$ cat config.mk
export PLATFORM = sky130hd
export DESIGN_NAME = key_matrix_debounce_6kro_report
export DESIGN_NICKNAME = d
export VERILOG_FILES = /design/src/rtl/kmd_pkg.sv /design/src/rtl/kmd_slots.sv /design/src/rtl/key_matrix_debounce_6kro_report.sv
export SDC_FILE = /design/constraint.sdc
export NUM_CORES = 2
export LEC_CHECK = 0
export BUFFER_PORTS_ARGS = -buffer_cell sky130_fd_sc_hd__clkbuf_2
export CELL_PAD_IN_SITES_DETAIL_PLACEMENT = 0
export CELL_PAD_IN_SITES_GLOBAL_PLACEMENT = 1
export CORE_MARGIN = 2
export CORE_UTILIZATION = 46
export CTS_CLUSTER_DIAMETER = 30
export CTS_CLUSTER_SIZE = 16
export DETAILED_ROUTE_END_ITERATION = 8
export GPL_ROUTABILITY_DRIVEN = 0
export PLACE_DENSITY_LB_ADDON = 0.1
export SETUP_SLACK_MARGIN = 0.15
export SYNTH_ARGS = -nofsm -noshare
export SYNTH_HDL_FRONTEND = slang
export SYNTH_SLANG_ARGS = --single-unit
$ cat constraint.sdc
create_clock -name clk -period 13.6 [get_ports clk]
set_input_delay 1.36 -clock clk [delete_from_list [all_inputs] [get_ports clk]]
set_output_delay 1.36 -clock clk [all_outputs]
set_load 0.01 [all_outputs]
$ cat src/rtl/kmd_pkg.sv
// Package for the key matrix debouncer: key states, register indexes,
// usage code table and modifier key map. No dependencies.
`default_nettype none
package kmd_pkg;
  localparam logic [1:0] ST_UP    = 2'd0;
  localparam logic [1:0] ST_SHORT = 2'd1;
  localparam logic [1:0] ST_LONG  = 2'd2;

  localparam logic [2:0] REG_SENSE_LEVEL   = 3'd0;
  localparam logic [2:0] REG_SHORT_THRESH  = 3'd1;
  localparam logic [2:0] REG_LONG_THRESH   = 3'd2;
  localparam logic [2:0] REG_PRESS_CEIL    = 3'd3;
  localparam logic [2:0] REG_RELEASE_THRESH = 3'd4;

  localparam int ROM_KEYS = 87;
  localparam int MAX_LINES = 8;
  localparam logic [6:0] NO_KEY = 7'd127;

  typedef logic [7:0] code_t;

  function automatic code_t usage_code(input logic [6:0] k);
    code_t t [0:ROM_KEYS-1];
    t = '{
      8'h29, 8'h3A, 8'h3B, 8'h3C, 8'h3D, 8'h3E, 8'h3F, 8'h40, 8'h41, 8'h42, 8'h43, 8'h44,
      8'h45, 8'h35, 8'h1E, 8'h1F, 8'h20, 8'h21, 8'h22, 8'h23, 8'h24, 8'h25, 8'h26, 8'h27,
      8'h2D, 8'h2E, 8'h2A, 8'h2B, 8'h14, 8'h1A, 8'h08, 8'h15, 8'h17, 8'h1C, 8'h18, 8'h0C,
      8'h12, 8'h13, 8'h2F, 8'h30, 8'h31, 8'h39, 8'h04, 8'h16, 8'h07, 8'h09, 8'h0A, 8'h0B,
      8'h0D, 8'h0E, 8'h0F, 8'h33, 8'h34, 8'h28, 8'hE1, 8'h1D, 8'h1B, 8'h06, 8'h19, 8'h05,
      8'h11, 8'h10, 8'h36, 8'h37, 8'h38, 8'hE5, 8'hE0, 8'hE3, 8'hE2, 8'h2C, 8'hE6, 8'hE7,
      8'h65, 8'hE4, 8'h46, 8'h47, 8'h48, 8'h49, 8'h4A, 8'h4B, 8'h4C, 8'h4D, 8'h4E, 8'h52,
      8'h50, 8'h51, 8'h4F};
    if (k < 7'(ROM_KEYS)) return t[k];
    return 8'h00;
  endfunction

  // Modifier bit for a key, or 8 when the key is not a modifier.
  function automatic logic [3:0] mod_bit(input logic [6:0] k);
    case (k)
      7'd66: return 4'd0;
      7'd54: return 4'd1;
      7'd68: return 4'd2;
      7'd67: return 4'd3;
      7'd73: return 4'd4;
      7'd65: return 4'd5;
      7'd70: return 4'd6;
      7'd71: return 4'd7;
      default: return 4'd8;
    endcase
  endfunction

  // First key of each drive line; lines past the last one start at the end.
  function automatic logic [6:0] line_start(input logic [3:0] l);
    case (l)
      4'd0: return 7'd0;
      4'd1: return 7'd13;
      4'd2: return 7'd27;
      4'd3: return 7'd41;
      4'd4: return 7'd54;
      4'd5: return 7'd66;
      4'd6: return 7'd74;
      default: return 7'd87;
    endcase
  endfunction
endpackage
`default_nettype wire

$ cat src/rtl/kmd_slots.sv
// Six report slots: free on release, refresh or allocate per key, build report.
// Depends on kmd_pkg.
`default_nettype none
module kmd_slots #(
  parameter int NUM_SLOTS = 6,
  parameter int KEY_W = 7
) (
  input  wire logic clk,
  input  wire logic rst,
  input  wire logic clear_start,
  input  wire logic key_valid,
  input  wire logic [KEY_W-1:0] key_index,
  input  wire logic [1:0] key_state,
  input  wire logic report_take,
  output logic [7:0] codes [NUM_SLOTS],
  output logic slot_busy [NUM_SLOTS],
  output logic [KEY_W-1:0] slot_keys [NUM_SLOTS]
);
  import kmd_pkg::*;

  logic busy [NUM_SLOTS];
  logic [KEY_W-1:0] kidx [NUM_SLOTS];
  code_t scode [NUM_SLOTS];
  logic [1:0] status [NUM_SLOTS];
  logic sent [NUM_SLOTS];

  logic [NUM_SLOTS-1:0] hit, freev;
  logic [NUM_SLOTS-1:0] alloc;
  logic is_mod;

  always_comb begin
    is_mod = (mod_bit(7'(key_index)) != 4'd8);
    for (int s = 0; s < NUM_SLOTS; s++) begin
      hit[s] = busy[s] && kidx[s] == key_index;
      freev[s] = !busy[s];
    end
    alloc = '0;
    for (int s = 0; s < NUM_SLOTS; s++) begin
      if (freev[s] && (alloc == '0) && ((freev & ((NUM_SLOTS)'(1) << s) - 1'b1) == '0))
        alloc[s] = 1'b1;
    end
  end

  // A key visited releases its slot when up; otherwise a non-modifier key refreshes or claims one.
  always_ff @(posedge clk) begin
    if (rst) begin
      for (int s = 0; s < NUM_SLOTS; s++) begin
        busy[s] <= 1'b0;
        kidx[s] <= KEY_W'(NO_KEY);
        scode[s] <= '0;
        status[s] <= ST_UP;
        sent[s] <= 1'b0;
      end
    end else begin
      for (int s = 0; s < NUM_SLOTS; s++) begin
        if (clear_start && busy[s] && kidx[s] >= KEY_W'(ROM_KEYS)) begin
          busy[s] <= 1'b0;
          kidx[s] <= KEY_W'(NO_KEY);
          scode[s] <= '0;
          status[s] <= ST_UP;
          sent[s] <= 1'b0;
        end else if (key_valid && hit[s] && key_state == ST_UP) begin
          busy[s] <= 1'b0;
          kidx[s] <= KEY_W'(NO_KEY);
          scode[s] <= '0;
          status[s] <= ST_UP;
          sent[s] <= 1'b0;
        end else if (key_valid && hit[s] && !is_mod) begin
          status[s] <= key_state;
        end else if (key_valid && key_state != ST_UP && !is_mod && hit == '0 && alloc[s]) begin
          busy[s] <= 1'b1;
          kidx[s] <= key_index;
          scode[s] <= usage_code(7'(key_index));
          status[s] <= key_state;
          sent[s] <= 1'b0;
        end else if (report_take && status[s] == ST_SHORT) begin
          sent[s] <= 1'b1;
        end
      end
    end
  end

  always_comb begin
    for (int s = 0; s < NUM_SLOTS; s++) begin
      codes[s] = '0;
      if (status[s] == ST_LONG || (status[s] == ST_SHORT && !sent[s])) codes[s] = scode[s];
      slot_busy[s] = busy[s];
      slot_keys[s] = kidx[s];
    end
  end
endmodule
`default_nettype wire

$ cat src/rtl/key_matrix_debounce_6kro_report.sv
// Top level of the key matrix debouncer with 6-key-rollover report.
// Depends on kmd_pkg and kmd_slots.
`default_nettype none
// A scan word is taken only in the idle state (in_stall is high otherwise), so
// a new scan word is not accepted until the last one has ended its walk and
// passed its result to the report register. The per-key counters and state
// sit in one memory with a registered read.
// Each scan first checks the keys held in the six slots (one read per busy slot,
// no write-back) so that slots of keys going up are freed before any key
// claims one; then a sequencer walks all keys, issuing one read each cycle
// and writing back the updated entry the next cycle while the slot logic
// sees that key. A key is written only once per scan, so read and write
// never collide. The report register holds the result until taken; the next
// scan may enter meanwhile, and its walk waits at the end until the report
// register is free.
module key_matrix_debounce_6kro_report #(
  parameter int NUM_KEYS = 87,
  parameter int NUM_LINES = 7,
  parameter int SENSES_PER_LINE = 14,
  parameter int NUM_SLOTS = 6,
  parameter int COUNTER_WIDTH = 8
) (
  input  wire logic clk,
  input  wire logic rst,
  input  wire logic in_valid,
  output logic in_stall,
  input  wire logic [13:0] line1_levels,
  input  wire logic [13:0] line2_levels,
  input  wire logic [13:0] line3_levels,
  input  wire logic [13:0] line4_levels,
  input  wire logic [13:0] line5_levels,
  input  wire logic [13:0] line6_levels,
  input  wire logic [13:0] line7_levels,
  input  wire logic cfg_write,
  input  wire logic [2:0] cfg_index,
  input  wire logic [7:0] cfg_data,
  output logic out_valid,
  input  wire logic out_stall,
  output logic [7:0] modifier_bits,
  output logic [7:0] report_key_a,
  output logic [7:0] report_key_b,
  output logic [7:0] report_key_c,
  output logic [7:0] report_key_d,
  output logic [7:0] report_key_e,
  output logic [7:0] report_key_f
);
  import kmd_pkg::*;

  localparam int KW = 7;
  localparam int CW = COUNTER_WIDTH;
  localparam int EW = 2 * CW + 2;
  localparam logic [CW-1:0] CMAX = '1;

  localparam logic [1:0] S_IDLE = 2'd0;
  localparam logic [1:0] S_WALK = 2'd1;
  localparam logic [1:0] S_DONE = 2'd2;
  localparam logic [1:0] S_PRE  = 2'd3;

  logic hit_level;
  logic [7:0] short_th, long_th, ceil_th, rel_th;

  always_ff @(posedge clk) begin
    if (rst) begin
      hit_level <= 1'b1;
      short_th <= 8'd5;
      long_th <= 8'd100;
      ceil_th <= 8'd200;
      rel_th <= 8'd5;
    end else if (cfg_write) begin
      case (cfg_index)
        REG_SENSE_LEVEL:    hit_level <= cfg_data[0];
        REG_SHORT_THRESH:   short_th <= cfg_data;
        REG_LONG_THRESH:    long_th <= cfg_data;
        REG_PRESS_CEIL:     ceil_th <= cfg_data;
        REG_RELEASE_THRESH: rel_th <= cfg_data;
        default: ;
      endcase
    end
  end

  // Scan word as a flat sense vector per line.
  logic [15:0] lines [MAX_LINES];
  logic [1:0] state, state_next;
  logic [KW-1:0] rd_key;
  logic [KW-1:0] wb_key;
  logic wb_valid;
  logic wb_pre;
  logic [2:0] pre_idx;
  logic [KW-1:0] addr;
  logic rd_en;
  logic [3:0] line;
  logic [KW-1:0] line_pos;
  logic sense_bit;
  logic sense_use;
  logic rd_sense;
  logic rd_use;

  // Per key: {state, release counter, press counter}; unwritten keys read as zero.
  logic [EW-1:0] mem [NUM_KEYS];
  logic [EW-1:0] rd_data;
  logic [NUM_KEYS-1:0] valid;
  logic clear_start;
  logic [7:0] mods;
  logic [3:0] wb_mod;

  logic slot_busy [NUM_SLOTS];
  logic [KW-1:0] slot_keys [NUM_SLOTS];
  logic slot_key_valid;

  assign in_stall = (state != S_IDLE);

  always_comb begin
    state_next = state;
    case (state)
      S_IDLE: if (in_valid) state_next = S_PRE;
      S_PRE: if (pre_idx == 3'(NUM_SLOTS - 1)) state_next = S_WALK;
      S_WALK: if (!wb_valid && rd_key == KW'(NUM_KEYS)) state_next = S_DONE;
      S_DONE: if (!out_valid || !out_stall) state_next = S_IDLE;
      default: state_next = S_IDLE;
    endcase
  end

  // Slot check reads the keys held in slots, the walk reads every key.
  always_comb begin
    addr = rd_key;
    rd_en = (state == S_WALK) && rd_key < KW'(NUM_KEYS);
    if (state == S_PRE) begin
      addr = slot_keys[pre_idx];
      rd_en = slot_busy[pre_idx];
    end
  end

  // Locate the current key in its line; keys outside every line keep their counters.
  always_comb begin
    line = 4'd0;
    for (int l = 1; l < MAX_LINES; l++)
      if (l < NUM_LINES && addr >= KW'(line_start(4'(l)))) line = 4'(l);
    line_pos = addr - KW'(line_start(line));
    sense_use = line_pos < KW'(SENSES_PER_LINE) && addr < KW'(line_start(line + 4'd1));
    sense_bit = 1'b0;
    if (sense_use) sense_bit = lines[line[2:0]][line_pos[3:0]];
  end

  always_ff @(posedge clk) begin
    if (rst) begin
      state <= S_IDLE;
      rd_key <= '0;
      pre_idx <= '0;
      wb_valid <= 1'b0;
      wb_pre <= 1'b0;
      valid <= '0;
      out_valid <= 1'b0;
    end else begin
      state <= state_next;
      wb_valid <= rd_en;
      wb_pre <= (state == S_PRE);
      if (state == S_IDLE && in_valid) pre_idx <= '0;
      else if (state == S_PRE) pre_idx <= pre_idx + 1'b1;
      if (state == S_IDLE && in_valid) rd_key <= '0;
      else if (state == S_WALK && rd_key < KW'(NUM_KEYS)) rd_key <= rd_key + 1'b1;
      else if (state == S_WALK) rd_key <= rd_key;
      if (wb_valid && !wb_pre) valid[wb_key] <= 1'b1;
      if (state == S_DONE && state_next == S_IDLE) out_valid <= 1'b1;
      else if (!out_stall) out_valid <= 1'b0;
    end
  end

  always_ff @(posedge clk) begin
    if (state == S_IDLE && in_valid) begin
      lines[0] <= {2'b0, line1_levels};
      lines[1] <= {2'b0, line2_levels};
      lines[2] <= {2'b0, line3_levels};
      lines[3] <= {2'b0, line4_levels};
      lines[4] <= {2'b0, line5_levels};
      lines[5] <= {2'b0, line6_levels};
      lines[6] <= {2'b0, line7_levels};
      lines[7] <= '0;
    end
    if (rd_en) rd_data <= mem[addr];
    wb_key <= addr;
    rd_sense <= sense_bit;
    rd_use <= sense_use;
  end

  // Read-modify-write of the key entry.
  logic [CW-1:0] pc, rc, pc_n, rc_n;
  logic [1:0] ks, ks_n;
  logic [EW-1:0] wb_data;
  always_comb begin
    if (valid[wb_key]) {ks, rc, pc} = rd_data;
    else {ks, rc, pc} = '0;
    pc_n = pc;
    rc_n = rc;
    ks_n = ks;
    if (rd_use && rd_sense == hit_level) begin
      if ({{(16-CW){1'b0}}, pc} <= {8'd0, ceil_th} && pc != CMAX) pc_n = pc + 1'b1;
    end else if (rd_use) begin
      if ({{(16-CW){1'b0}}, rc} <= {8'd0, rel_th} && rc != CMAX) rc_n = rc + 1'b1;
    end
    if ({{(16-CW){1'b0}}, pc_n} >= {8'd0, long_th}) begin
      if (ks_n != ST_LONG) begin
        rc_n = '0;
        ks_n = ST_LONG;
      end
    end else if ({{(16-CW){1'b0}}, pc_n} >= {8'd0, short_th}) begin
      if (ks_n != ST_SHORT) begin
        rc_n = '0;
        ks_n = ST_SHORT;
      end
    end
    if ({{(16-CW){1'b0}}, rc_n} >= {8'd0, rel_th} && ks_n != ST_UP) begin
      pc_n = '0;
      ks_n = ST_UP;
    end
    wb_data = {ks_n, rc_n, pc_n};
  end

  always_ff @(posedge clk) begin
    if (wb_valid && !wb_pre) mem[wb_key] <= wb_data;
  end

  assign wb_mod = mod_bit(wb_key);

  always_ff @(posedge clk) begin
    if (state == S_IDLE && in_valid) mods <= '0;
    else if (wb_valid && !wb_pre && wb_mod != 4'd8 && ks_n != ST_UP)
      mods[wb_mod[2:0]] <= 1'b1;
  end

  assign clear_start = (state == S_IDLE && in_valid);
  // The slot check only frees; the walk frees, refreshes and claims.
  assign slot_key_valid = wb_valid && (!wb_pre || ks_n == ST_UP);

  logic [7:0] codes [NUM_SLOTS];
  logic take;
  assign take = (state == S_DONE && state_next == S_IDLE);

  kmd_slots #(.NUM_SLOTS(NUM_SLOTS), .KEY_W(KW)) u_slots (
    .clk(clk), .rst(rst), .clear_start(clear_start), .key_valid(slot_key_valid),
    .key_index(wb_key), .key_state(ks_n), .report_take(take), .codes(codes),
    .slot_busy(slot_busy), .slot_keys(slot_keys)
  );

  logic [7:0] rep [6];
  always_ff @(posedge clk) begin
    if (take) begin
      modifier_bits <= mods;
      for (int s = 0; s < 6; s++) rep[s] <= (s < NUM_SLOTS) ? codes[s] : 8'd0;
    end
  end
  assign report_key_a = rep[0];
  assign report_key_b = rep[1];
  assign report_key_c = rep[2];
  assign report_key_d = rep[3];
  assign report_key_e = rep[4];
  assign report_key_f = rep[5];
endmodule
`default_nettype wire

Word level (Yosys, flattened, before mapping)
Memory sizes are Yosys's and may differ from the RTL's. A register that Yosys moved wholly into a read port is not among the register bits.
Cells that the tools add are included.

word-level totals
  memories kept = 9
  input port bits = 114
  register bits after elaboration = 160
  memory bits (read-only) = 1024
  output and inout bits = 58
  word-level logic and storage cells = 744
  memory bits (writable) = 1840

operators by class
  equal/unequal tests = 54
  reductions and logical operators = 132
  add/sub/neg operators = 6
  bitwise gates (word level) = 106
  $lt $le $gt $ge = 28
  mux-type cells = 392

memories
  name             depth  width  rd ports  clocked after Yosys merged registers in  write ports  line                                    source
  mem              87     18     1         1                                        1            key_matrix_debounce_6kro_report.sv:99   logic [EW-1:0] mem [NUM_KEYS];
  (no name shown)  128    8      1         0                                        0            kmd_pkg.sv:32                           if (k < 7'(ROM_KEYS)) return t[k];
  lines            8      14     1         0                                        8            key_matrix_debounce_6kro_report.sv:82   logic [15:0] lines [MAX_LINES];
  rep              6      8      6         0                                        6            key_matrix_debounce_6kro_report.sv:244  logic [7:0] rep [6];
  u_slots.scode    6      8      6         0                                        6            kmd_slots.sv:23                         code_t scode [NUM_SLOTS];
  u_slots.kidx     6      7      6         0                                        6            kmd_slots.sv:22                         logic [KEY_W-1:0] kidx [NUM_SLOTS];
  +3 memories      --     --     --        --                                       --           --

operators by type and width
  operator                                                          count
  8-bit 2-to-1 mux                                                  75
  1-bit 2-to-1 mux                                                  247
  7-bit 2-to-1 mux                                                  21
  1-bit OR                                                          102
  7-bit case mux with 7 select lines                                2
  87-bit OR                                                         1
  1-bit logical AND                                                 82
  2-bit 2-to-1 mux                                                  34
  7-bit == test (second input constant)                             8
  7-bit >= comparator (second input constant)                       8
  7-bit == test                                                     6
  6-bit zero test                                                   6
  4-bit case mux with 8 select lines                                1
  4-bit by 3-bit == test with 1-bit output (second input constant)  6
  8-bit >= comparator                                               3
  7-bit binary-select mux with 3-bit select                         1
  4-bit 2-to-1 mux                                                  5
  1-bit zero test                                                   17
  8-bit by 1-bit adder with 8-bit output (second input constant)    2
  2-bit == test (second input constant)                             8
  4-bit by 2-bit == test with 1-bit output (second input constant)  4
  8-bit <= comparator                                               2
  8-bit != test (second input constant)                             2
  2-bit by 1-bit == test with 1-bit output (second input constant)  7
  43 further kinds                                                  68

Logic depth before layout (Yosys ltp)
An unclocked memory read counts as a cell.

  depth after elaboration = 34
  mapped depth = 48
  mapped depth without buffers = 42

By module
A second synthesis with hierarchy kept.

second synthesis, totals
  cells, all modules = 6689
  area total of the unflattened synthesis = 83392.5 sq um

by module, submodules not included
  module                           seq. area each (sq um)  instances  cells each  area each (sq um)
  key_matrix_debounce_6kro_report  55233.0                 1          6032        76619.7
  kmd_slots                        3423.3                  1          657         6772.7

Worst setup path before layout
Ideal clock, no wire load.

  path kind = flip-flop to flip-flop
  from = register wb_key[0]
  to = memory mem[0][7] (netlist bit), data pin
  arrival time = 14.126 ns
  path slack = -1.378 ns
  cell stages (with the launch flop) = 36
  period minus slack after synthesis = 14.978 ns
  buffers on the path = 4
  required time = 12.748 ns
  library setup time = 0.852 ns
  cell sequence = dfxtp_1 > buf_2 > buf_6 > mux4_2 > mux4_2 > mux2_2 > a32oi_1 > o21ai_1 > buf_2 > clkbuf_1 > nand2_1 > inv_1 > ha_1 > a21o_1 > a21o_1 > a21oi_1 > o21ai_0 > o21ai_0 > nand4bb_4 > xnor2_1 > ha_1 > nand2b_1 > a21o_1 > a21o_1 > a21o_1 > a21o_1 > a21o_1 > a211o_1 > a221oi_1 > a21oi_1 > nor3_1 > ha_1 > a21o_1 > a21oi_1 > nor2_1 > nor3_1

between the ends
  cells in the longest elaborated chain, start to end = 14
  elaborated cells between the ends (all ways) = 34
  those cells by class = add/sub (2); order compare (5); eq/ne (4); mux (19); reduce/logical (4)

RTL lines
  element                                                                      line                                    source
  from (decl)                                                                  key_matrix_debounce_6kro_report.sv:85   logic [KW-1:0] wb_key;
  from (signal assigned)                                                       key_matrix_debounce_6kro_report.sv:180  wb_key <= addr;
  1-bit binary-select mux with 7-bit select (*)                                key_matrix_debounce_6kro_report.sv:190  if (valid[wb_key]) {ks, rc, pc} = rd_data;
  1-bit 2-to-1 mux (not written as such) (*)                                   key_matrix_debounce_6kro_report.sv:190
  parallel branches: the longest is 8 deep, another holds 8-bit <= comparator  --
  8-bit 2-to-1 mux (*)                                                         key_matrix_debounce_6kro_report.sv:200  if ({{(16-CW){1'b0}}, pc_n} >= {8'd0, long_th}) begin
  via rc_n[6]                                                                  key_matrix_debounce_6kro_report.sv:186  logic [CW-1:0] pc, rc, pc_n, rc_n;
  8-bit >= comparator (*)                                                      key_matrix_debounce_6kro_report.sv:211  if ({{(16-CW){1'b0}}, rc_n} >= {8'd0, rel_th} && ks_n != ST_UP) begin
  1-bit logical AND (*)                                                        key_matrix_debounce_6kro_report.sv:211
  8-bit 2-to-1 mux (*)                                                         key_matrix_debounce_6kro_report.sv:211
  via pc_n[7]                                                                  key_matrix_debounce_6kro_report.sv:186
  to (decl)                                                                    key_matrix_debounce_6kro_report.sv:99

Mark *: on every way through the listed nets, which the timed path passes. The select of a mux whose other input is x is not followed.

==> flow_metrics.env <==
export IMPL_hold_viol=0
export IMPL_cts_tree="built"
export IMPL_top_layer_used="met5"
export IMPL_layout_setup_ws_ps=1716
export IMPL_combPwrFrac=0.070
export IMPL_grt_pass1_vias=55010
export IMPL_slowest_delay_ps=930
export IMPL_violations="max-capacitance violations"
export IMPL_ys_seq_elements=2004
export IMPL_cts_resized=0
export IMPL_multi_input_area_sq_um=23100
export IMPL_critPathKind="reg2reg"
export IMPL_power_frac_seq=0.368
export IMPL_firstDrtPassIters=6
export IMPL_synthesis_area_sq_um=82950
export IMPL_n_fill_cell=14550
export IMPL_cp_slowest_cell="dfxtp_4"
export IMPL_max_cap_violations=1
export IMPL_hold_buffers=0
export IMPL_worst_path_max_fanout=44
export IMPL_dp_hpwl_microns=144700
export IMPL_status="complete, but fails checks"
export IMPL_p_clk_frac=0.563
export IMPL_synth_edf_count=1852
export IMPL_grt_pass1_wl_microns=379600
export IMPL_yosys_warnings=0
export IMPL_intPower_w=0.01455
export IMPL_drv_slew=0
export IMPL_met1_length_microns=112100
export IMPL_grt_max_degree=142
export IMPL_wl_met2_microns=120900
export IMPL_postCtsSetupRepairBufs=0
export IMPL_syn_nets=6900
export IMPL_power_switching_w=0.004325
export IMPL_clk_latency_ps=970
export IMPL_clkTransAtPathRegs_ps=40
export IMPL_pin_count=172
export IMPL_antenna_found_initial=12
export IMPL_synth_area_top_cells="edfxtp_1, nand2_1, dfxtp_1"
export IMPL_synth_cells=6714
export IMPL_regArea_sq_um=58660
export IMPL_globalRouteOverflowTotal=0
export IMPL_p_leak_nw=36.35
export IMPL_period_minus_slack_ps=11880
export IMPL_port_buffers=171
export IMPL_synth_ff_type="edfxtp_1"
export IMPL_min_path_type="reg2reg"
export IMPL_drt_initial_drc_count=6139
export IMPL_yosys_area_top_type_share=0.6704
export IMPL_synth_top_area_cell="edfxtp_1"
export IMPL_timing_final_crit_share=0.8738
export IMPL_cts_max_level=5
export IMPL_slew_headroom=0.005578
export IMPL_numCtsBuffers=450
export IMPL_crit_required_ps=14130
export IMPL_yosysSeqAreaShare=0.7071
export IMPL_wirelength_microns=262900
export IMPL_ir_drop_mv=0.1571
export IMPL_total_power_w=0.01887
export IMPL_area_growth_pct=22.76
export IMPL_pre_cts_slack_ps=1705
export IMPL_vias=56970
export IMPL_cp_data_arrival_time_ps=12410
export IMPL_switching_share=0.2291
export IMPL_ys_types=85
export IMPL_wl_per_cell_microns=27.00
export IMPL_synth_most_common_cell="edfxtp_1"
export IMPL_drc_errors=0
export IMPL_syn_area_per_cell_sq_um=12.36
export IMPL_grt_setup_unrepaired="no"
export IMPL_num_rows=155
export IMPL_dr_wl_met3_microns=20850
export IMPL_tightest_slew_ps=1473
export IMPL_die_x_microns=428.7
export IMPL_drive_gt1_frac=0.1598
export IMPL_die_h_microns=428.7
export IMPL_crit_path_end_kind="register"
export IMPL_hold_worst_slack_ps=439.1
export IMPL_clock_fmax_mhz=84.15
export IMPL_power_density_nw_per_um2=185.3
export IMPL_async_flop_share=0
export IMPL_start_util=0.4639
export IMPL_critical_path_startpoint_type="register"
export IMPL_grtUsageTotal=0.2811
export IMPL_cp_common_cell="a21o_1"
export IMPL_viasPerCell=5.850
export IMPL_setup_viol=0
export IMPL_synthTopCellsByCount="edfxtp_1, nand2_1, nor2_1, nand3_1, clkbuf_1"
export IMPL_root_buffer="clkbuf_16"
export IMPL_clockBufferDepth=4
export IMPL_tns_ps=0
export IMPL_core_sq_um=178800
export IMPL_die_area_sq_um=183700
export IMPL_cts_sinks=2004
export IMPL_ant_nets=0
export IMPL_fin_nets=7208
export IMPL_final_setup_skew_ps=68.02
[cell families after synthesis]
group                    count (synthesis)  synth area share
adder cells (fa/ha/maj)                 72           0.01095
buffers and inverters                  513           0.02439
multiplexers                            79           0.01517
AND/OR/NAND/NOR                       3127            0.1619
XOR/XNOR                                68          0.007179
flip-flops                            2004            0.7071
AO/OA/AOI/OAI                          851           0.07327
[layer usage]
metal / vias up / global-route usage
met5: - / 0
met4: 2 / 0.1072
met3: 486 / 0.05060
met2: 2404 / 0.4342
met1: 28690 / 0.3971
li1: 25390 / -
[flip-flops by register name, summed over array words and instances (netlist names), 8 cells and up]
name / cells
valid: 87
u_slots.scode: 48
u_slots.kidx: 42
mods: 8
u_slots.status: 12
short_th: 8
ceil_th: 8
rd_data: 18
long_th: 8
rel_th: 8
lines: 98
modifier_bits: 8
rep: 48
mem: 1566
[critical path, delay by kind of cell (launching register included)]
kind | cells | cell delay [ps]
XOR/XNOR | 1 | 400
AND/OR/NAND/NOR | 7 | 1440
adder cells (fa/ha/maj) | 3 | 950
buffers and inverters | 3 | 920
multiplexers | 3 | 1440
AO/OA/AOI/OAI | 23 | 5330
flip-flops | 1 | 930
[layout by cell type, fill, tap and decap left out, types with 36 or more instances in the layout]
master	n
a21oi_1	169
a311oi_1	244
a31oi_1	134
and2_1	59
and3_1	183
buf_4	110
bufinv_16	68
clkbuf_1	59
clkbuf_16	455
clkbuf_2	170
clkinv_1	81
clkinv_2	80
clkinvlp_4	50
dfxtp_1	148
edfxtp_1	1852
ha_1	71
inv_1	65
mux4_2	36
nand2_1	1756
nand2b_1	50
nand3_1	453
nor2_1	368
nor2_4	89
nor3_1	56
o21ai_0	68
o22ai_1	46
xnor2_1	61
[layout make-up]
| class | instances | area share |
|---|---|---|
| well taps | 2355 | 0.02893 |
| clock inverters | 296 | 0.03265 |
| diodes | 4 | 0.00009829 |
| multi-input cells | 4197 | 0.2268 |
| repair buffers | 289 | 0.01823 |
| clock buffers | 514 | 0.1140 |
| flip-flops and latches | 2004 | 0.5761 |
| inverters | 80 | 0.003219 |
[per-stage QoR]
| step | util | std cells | area, sq um |
|---|---|---|---|
| 5_1_grt | 0.5695 | 9735 | 101800 |
| 6_report | 0.5695 | 9739 | 101800 |
| 4_1_cts | 0.5695 | 9735 | 101800 |
| 3_3_place_gp | 0.4860 | 8925 | 86890 |
| 2_1_floorplan | - | 6714 | 82960 |
| 3_5_place_dp | 0.4860 | 8925 | 86890 |
[worst paths after layout]
check / start / endpoint / slack, ps / cells after the start
setup / recovery: wb_key[0] / u_slots.kidx[5][4] / 1720 / 40
hold / removal: mods[0] / modifier_bits[0] / 440 / 0
setup reg to reg: wb_key[0] / u_slots.kidx[5][4] / 1720 / 40
hold reg to reg: mods[0] / modifier_bits[0] / 440 / 0
[power by group through the flow]
| stage | Sequential, W | Combinational (W) | Clock [W] |
|---|---|---|---|
| floorplan | 0.00704 | 0.000747 | 0 |
| global placement | 0.00705 | 0.00129 | 0 |
| detailed placement | 0.00705 | 0.00130 | 0 |
| CTS | 0.00694 | 0.00130 | 0.0107 |
| global route | 0.00694 | 0.00141 | 0.0110 |
| finish | 0.00694 | 0.00131 | 0.0106 |
Power figures use the tool's default switching activity.
